--- src/rtl/rau_pkg.sv ---
// Types, codes and the fixed field widths shared by the rational unit
package rau_pkg;

  typedef enum logic [3:0] {
    MODE_ADD = 4'd0,
    MODE_SUB = 4'd1,
    MODE_MUL = 4'd2,
    MODE_DIV = 4'd3,
    MODE_EQ  = 4'd4,
    MODE_NE  = 4'd5,
    MODE_LT  = 4'd6,
    MODE_GT  = 4'd7,
    MODE_LE  = 4'd8,
    MODE_GE  = 4'd9
  } mode_t;

  typedef struct packed {
    logic [3:0]         mode;
    logic signed [31:0] a_num;
    logic [30:0]        a_den;
    logic signed [31:0] b_num;
    logic [30:0]        b_den;
  } in_item_t;

  typedef struct packed {
    logic signed [63:0] res_num;
    logic [62:0]        res_den;
    logic               truth;
    logic               error;
  } out_item_t;

  // Classified job passed from the front end to the reduction engine
  typedef struct packed {
    logic        direct;    // result already final, no reduction needed
    logic        neg;       // sign of the numerator to reduce
    logic [63:0] mag;       // numerator magnitude
    logic [63:0] den;       // positive denominator
    out_item_t   res;       // result when direct
  } job_t;

endpackage

--- src/rtl/rau_queue.sv ---
// Two-entry queue between the front end and the reduction engine
module rau_queue import rau_pkg::*; (
  input  logic clk,
  input  logic rst_n,
  input  logic wr_valid,
  output logic wr_stall,
  input  job_t wr_data,
  output logic rd_valid,
  input  logic rd_stall,
  output job_t rd_data
);

  job_t       mem_r [2];
  logic       wp_r, rp_r;
  logic [1:0] cnt_r;
  logic       wr, rd;

  assign wr_stall = cnt_r == 2'd2;
  assign rd_valid = cnt_r != 2'd0;
  assign rd_data  = mem_r[rp_r];
  assign wr       = wr_valid && !wr_stall;
  assign rd       = rd_valid && !rd_stall;

  always_ff @(posedge clk) begin
    if (!rst_n) begin
      wp_r  <= 1'b0;
      rp_r  <= 1'b0;
      cnt_r <= 2'd0;
    end else begin
      if (wr) wp_r <= !wp_r;
      if (rd) rp_r <= !rp_r;
      cnt_r <= cnt_r + {1'b0, wr} - {1'b0, rd};
    end
    if (wr) mem_r[wp_r] <= wr_data;
  end

  a_cnt: assert property (@(posedge clk) disable iff (!rst_n)
    cnt_r <= 2'd2)
    else $error("queue count overflow");
  a_empty: assert property (@(posedge clk) disable iff (!rst_n)
    !(rd && cnt_r == 2'd0))
    else $error("queue read when empty");
  a_rd_hold: assert property (@(posedge clk) disable iff (!rst_n)
    rd_valid && rd_stall |=> rd_valid && $stable(rd_data))
    else $error("queue head changed while stalled");

endmodule

--- config.mk ---
export PLATFORM = sky130hd
export DESIGN_NAME = rau_queue
export DESIGN_NICKNAME = d
export VERILOG_FILES = /design/src/rtl/rau_pkg.sv /design/src/rtl/rau_queue.sv
export SDC_FILE = /design/constraint.sdc
export NUM_CORES = 1
export LEC_CHECK = 0
export ABC_AREA = 1
export BUFFER_PORTS_ARGS = -buffer_cell sky130_fd_sc_hd__buf_4
export CAP_MARGIN = 20
export CORE_UTILIZATION = 44
export DETAILED_ROUTE_END_ITERATION = 12
export PLACE_DENSITY = 0.66
export SYNTH_ARGS = -nofsm -noshare
export SYNTH_HDL_FRONTEND = slang
export SYNTH_SLANG_ARGS = --single-unit
--- constraint.sdc ---
create_clock -name clk -period 20.3 [get_ports clk]
set_clock_uncertainty 0.2 [all_clocks]
set_input_delay 2.03 -clock clk [delete_from_list [all_inputs] [get_ports clk]]
set_output_delay 2.03 -clock clk [all_outputs]
set_load 0.01 [all_outputs]
## Word level (Yosys, flattened, before mapping)

Memories as Yosys holds them, arrays and structs flattened. A register that Yosys moved wholly into a read port is not among the register bits.
Index checks and enable logic that the tools add are counted.

- Memories: 1
- Word-level logic and storage cells: 18
- Input bits: 263
- Output and inout bits: 261
- Flip-flop bits (word level): 4
- Memory bits (writable): 518

- $add $sub $neg: 2
- Multiplexer cells: 4
- Reductions and logical operators: 7
- Equality and inequality tests: 1

Memories:

| name | words | width | rd ports | clocked after Yosys merged registers in | write ports | RTL line | text |
|---|---|---|---|---|---|---|---|
| mem_r | 2 | 259 | 1 | 1 | 1 | rau_queue.sv:13 | `job_t mem_r [2];` |

Operators with widths:

| kind | count |
|---|---|
| logical NOT 1 bit | 4 |
| two-way mux 1 bit | 4 |
| adder 2 x 1 -> 2 bit | 1 |
| == test 2 bit, second input constant | 1 |
| logical AND 1 bit | 2 |
| nonzero test 2 bit | 1 |
| subtractor 2 x 1 -> 2 bit | 1 |

## Depth between registers and ports, before layout

- Depth in word-level cells: 5
- Gate-level depth with buffers: 11
- Mapped depth without buffers: 11

## Worst setup path before layout

No wires, ideal clock.

- Kind: in2reg
- Start point: in wr_valid
- End point: mem mem_r[0][0] in the netlist's numbering (enable)
- Data required time: 19217 ps
- Path buffers: 0
- Cell stages on the path: 2
- Data arrival time: 12827 ps
- Setup time: 883 ps
- Setup slack: 6391 ps
- Path through: nand2_1 -> nor2_1

- Longest elaborated chain between the ends: 3

Ends and longest elaborated chain:

| item | RTL line | text |
|---|---|---|
| start, declared | rau_queue.sv:5 | `input logic wr_valid,` |
| logical AND 1 bit | rau_queue.sv:21 | `assign wr = wr_valid && !wr_stall;` |
| two-way mux 1 bit | rau_queue.sv:34 | `if (wr) mem_r[wp_r] <= wr_data;` |
| two-way mux 1 bit (not written as such) | rau_queue.sv:34 |  |
| end, declared | rau_queue.sv:13 |  |

Every way passes these cells.

==> results.py <==
metrics = {
    "floorplan": {
        "dieArea_mm2": 0.0458,
        "start_util": 0.446,
        "io_pins": 524,
        "die_h_um": 214,
        "core_area_mm2": 0.0443,
        "num_rows": 77,
        "die-width_um": 214,
    },
    "clocking": {
        "post_cts_buffers": 0,
        "numCtsBuffers": 55,
        "clock_latency_ns": 0.58,
        "cts-htree-levels": 2,
        "cts_tree": "done",
        "root_buffer": "clkbuf_16",
        "clkTransAtPathRegs_ns": 0.06,
        "ctsResizeCount": 0,
        "cts_hold_buf": 0,
        "cts.sinks": 523,
        "cts_buffer_depth": 3,
    },
    "power_and_ir_drop": {
        "ir_drop_mv": 0.0805,
        "powerDensity_mw_per_mm2": 124,
        "total_leakage_power_nw": 10.1,
    },
    "timing": {
        "setup_tns_ns": 0,
        "tightest_slew_ns": 1.13,
        "min_period_ns": 6.01,
        "setup_viol": 0,
        "timing.fmax_mhz": 166,
        "rsz0062_at_grt": "no",
        "timing.hold.ws_ns": 0.313,
        "post-route-period-util": 0.296,
        "max_slew_margin": 0.250,
        "hold_violations": 0,
        "slew_viol_final": 0,
    },
    "grt": {
        "antenna_found_initial": 2,
        "grt.busiest_layer": "met2",
        "use_met2": 0.305,
        "grt_use_met3": 0.0718,
        "grt_start_max_net_pins": 109,
        "grt_overflow": 0,
        "grt_pass1_vias": 10100,
        "gr-usage-all-layers": 0.183,
        "grt_pass1_wl_mm": 62.7,
        "grt.met1_usage": 0.218,
    },
    "placement": {
        "numPortBuffers": 523,
        "placed_cell_area_mm2": 0.0242,
        "dp_hpwl_mm": 29.2,
        "dp.cells": 1939,
        "gp_congestion": 0.777,
    },
    "setup_path": {
        "critPathMaxFanout": 62,
        "cpMostUsedCell": "buf_4",
        "startpoint_type": "flop",
        "cp.required_ns": 18.07,
        "endpoint_kind": "output pin",
        "crit_chain": "buf_4, buf_4, mux2_4, buf_4",
        "worstSetupPathType": "reg -> out",
        "crit_path_top_delay_cell": "buf_4",
        "crit_arrival_ns": 3.78,
        "slowest_delay_ns": 0.93,
    },
    "logic_synthesis": {
        "ys_ff_latch": 523,
        "synth.distinct_cells": 12,
        "synth_nets": 1108,
        "yosysWarnings": 0,
        "synth_area_per_cell_um2": 23.5,
        "ys_seq_area_frac": 0.792,
        "netlist_area_mm2": 0.0198,
        "syn_inst": 843,
    },
    "layout": {
        "postLayoutCellArea_mm2": 0.0260,
        "final_cell_mix": "buf_4, edfxtp_1, mux2_4",
        "area_growth_pct": 31.5,
        "num-nets-final": 1670,
        "drive_gt1_frac": 0.603,
        "final_cells": 2040,
        "fillers": 3331,
        "layout_commonest_cell": "buf_4",
    },
    "detailed_routing": {
        "antenna_left": 0,
        "routed_wl_mm": 43.1,
        "drt_iter0_drc": 526,
        "via_per_inst": 4.82,
        "wl_per_cell_um": 21.1,
        "drtPass1Iterations": 6,
        "drc": 0,
        "vias": 9832,
    },
    "run_status": {
        "status": "finished, final reports clean",
    },
    "job": {
        "max_cap_violations": 0,
    },
    "hold_path": {
        "hold_class": "reg -> reg",
    },
}
[worst max-delay path: cells and delay by family, from the launching register on]
kind | cells | cell delay (ns)
buf+inv | 3 | 1.98
mux | 1 | 0.38
flops | 1 | 0.73
[cells by family after synthesis]
| kind of cell | Yosys count | share of synthesized area |
|---|---|---|
| DFF | 523 | 0.792 |
| muxes | 259 | 0.186 |
| buffers and inverters | 37 | 0.0168 |
| and+or+nand+nor | 20 | 0.00399 |
| AOI/OAI and AO/OA | 2 | 0.000506 |
| adders and majority gates | 2 | 0.00127 |
[flip-flops by register name, indices dropped and copies added (netlist names), named ones only]
name and cells:
mem_r 518, cnt_r 2, rp_r 1, wp_r 1
[per-stage QoR]
step | utilization | power (mW) | setup slack (ns)
2_1_floorplan | - | 1.98 | 6.39
5_1_grt | 0.587 | 3.36 | 14.08
3_5_place_dp | 0.547 | 2.30 | 14.81
4_1_cts | 0.586 | 3.27 | 14.16
3_3_place_gp | 0.547 | 2.29 | 14.81
6_report | 0.587 | 3.23 | 14.29
[cell usage after synthesis]
master,n,area (um^2)
nand3_1,3,15.0
nand2_1,9,33.8
mux2_4,202,3030
buf_6,25,282
dfxtp_1,5,100
ha_1,2,25.0
a21oi_1,2,10.0
mux2_2,57,642
edfxtp_1,518,15600
inv_1,8,30.0
buf_2,4,20.0
nor2_1,8,30.0
[final timing paths]
path / start / to / slack, ns / cells after the start
hold / removal: rp_r$_SDFFE_PN0P_ / flop / 0.31 / 2
hold reg to reg: rp_r$_SDFFE_PN0P_ / flop / 0.31 / 2
setup / recovery: flop / rd_data[120] / 14.29 / 4
setup reg to reg: cnt_r[0]$_SDFF_PN0_ / mem_r[0][134]$_DFFE_PP_ / 17.23 / 6
[power by group]
part | internal (mW) | switching (mW) | total (mW)
registers | 1.37 | 0.0449 | 1.41
clock network | 0.572 | 0.395 | 0.967
logic | 0.456 | 0.396 | 0.852
[area by class of cell]
| cell class | count | area (um^2) | area share |
|---|---|---|---|
| repair buffers | 534 | 4030 | 0.155 |
| inverters | 8 | 37.5 | 0.00144 |
| multi-input cells | 283 | 3800 | 0.146 |
| flip-flops and latches | 523 | 15700 | 0.602 |
| diodes | 1 | 2.50 | 0.0000962 |
| clock inverters | 35 | 294 | 0.0113 |
| well taps | 592 | 741 | 0.0285 |
| clock buffers | 64 | 1450 | 0.0558 |
[per-layer routing]
metal / routed length (um) / share of wire / vias to the layer above
li1: - / - / 4479
met1: 16700 / 0.39 / 4874
met2: 21200 / 0.49 / 411
met3: 4250 / 0.099 / 68
met4: 860 / 0.020 / 0
met5: 0 / 0 / -
Power figures use the tool's default switching activity.
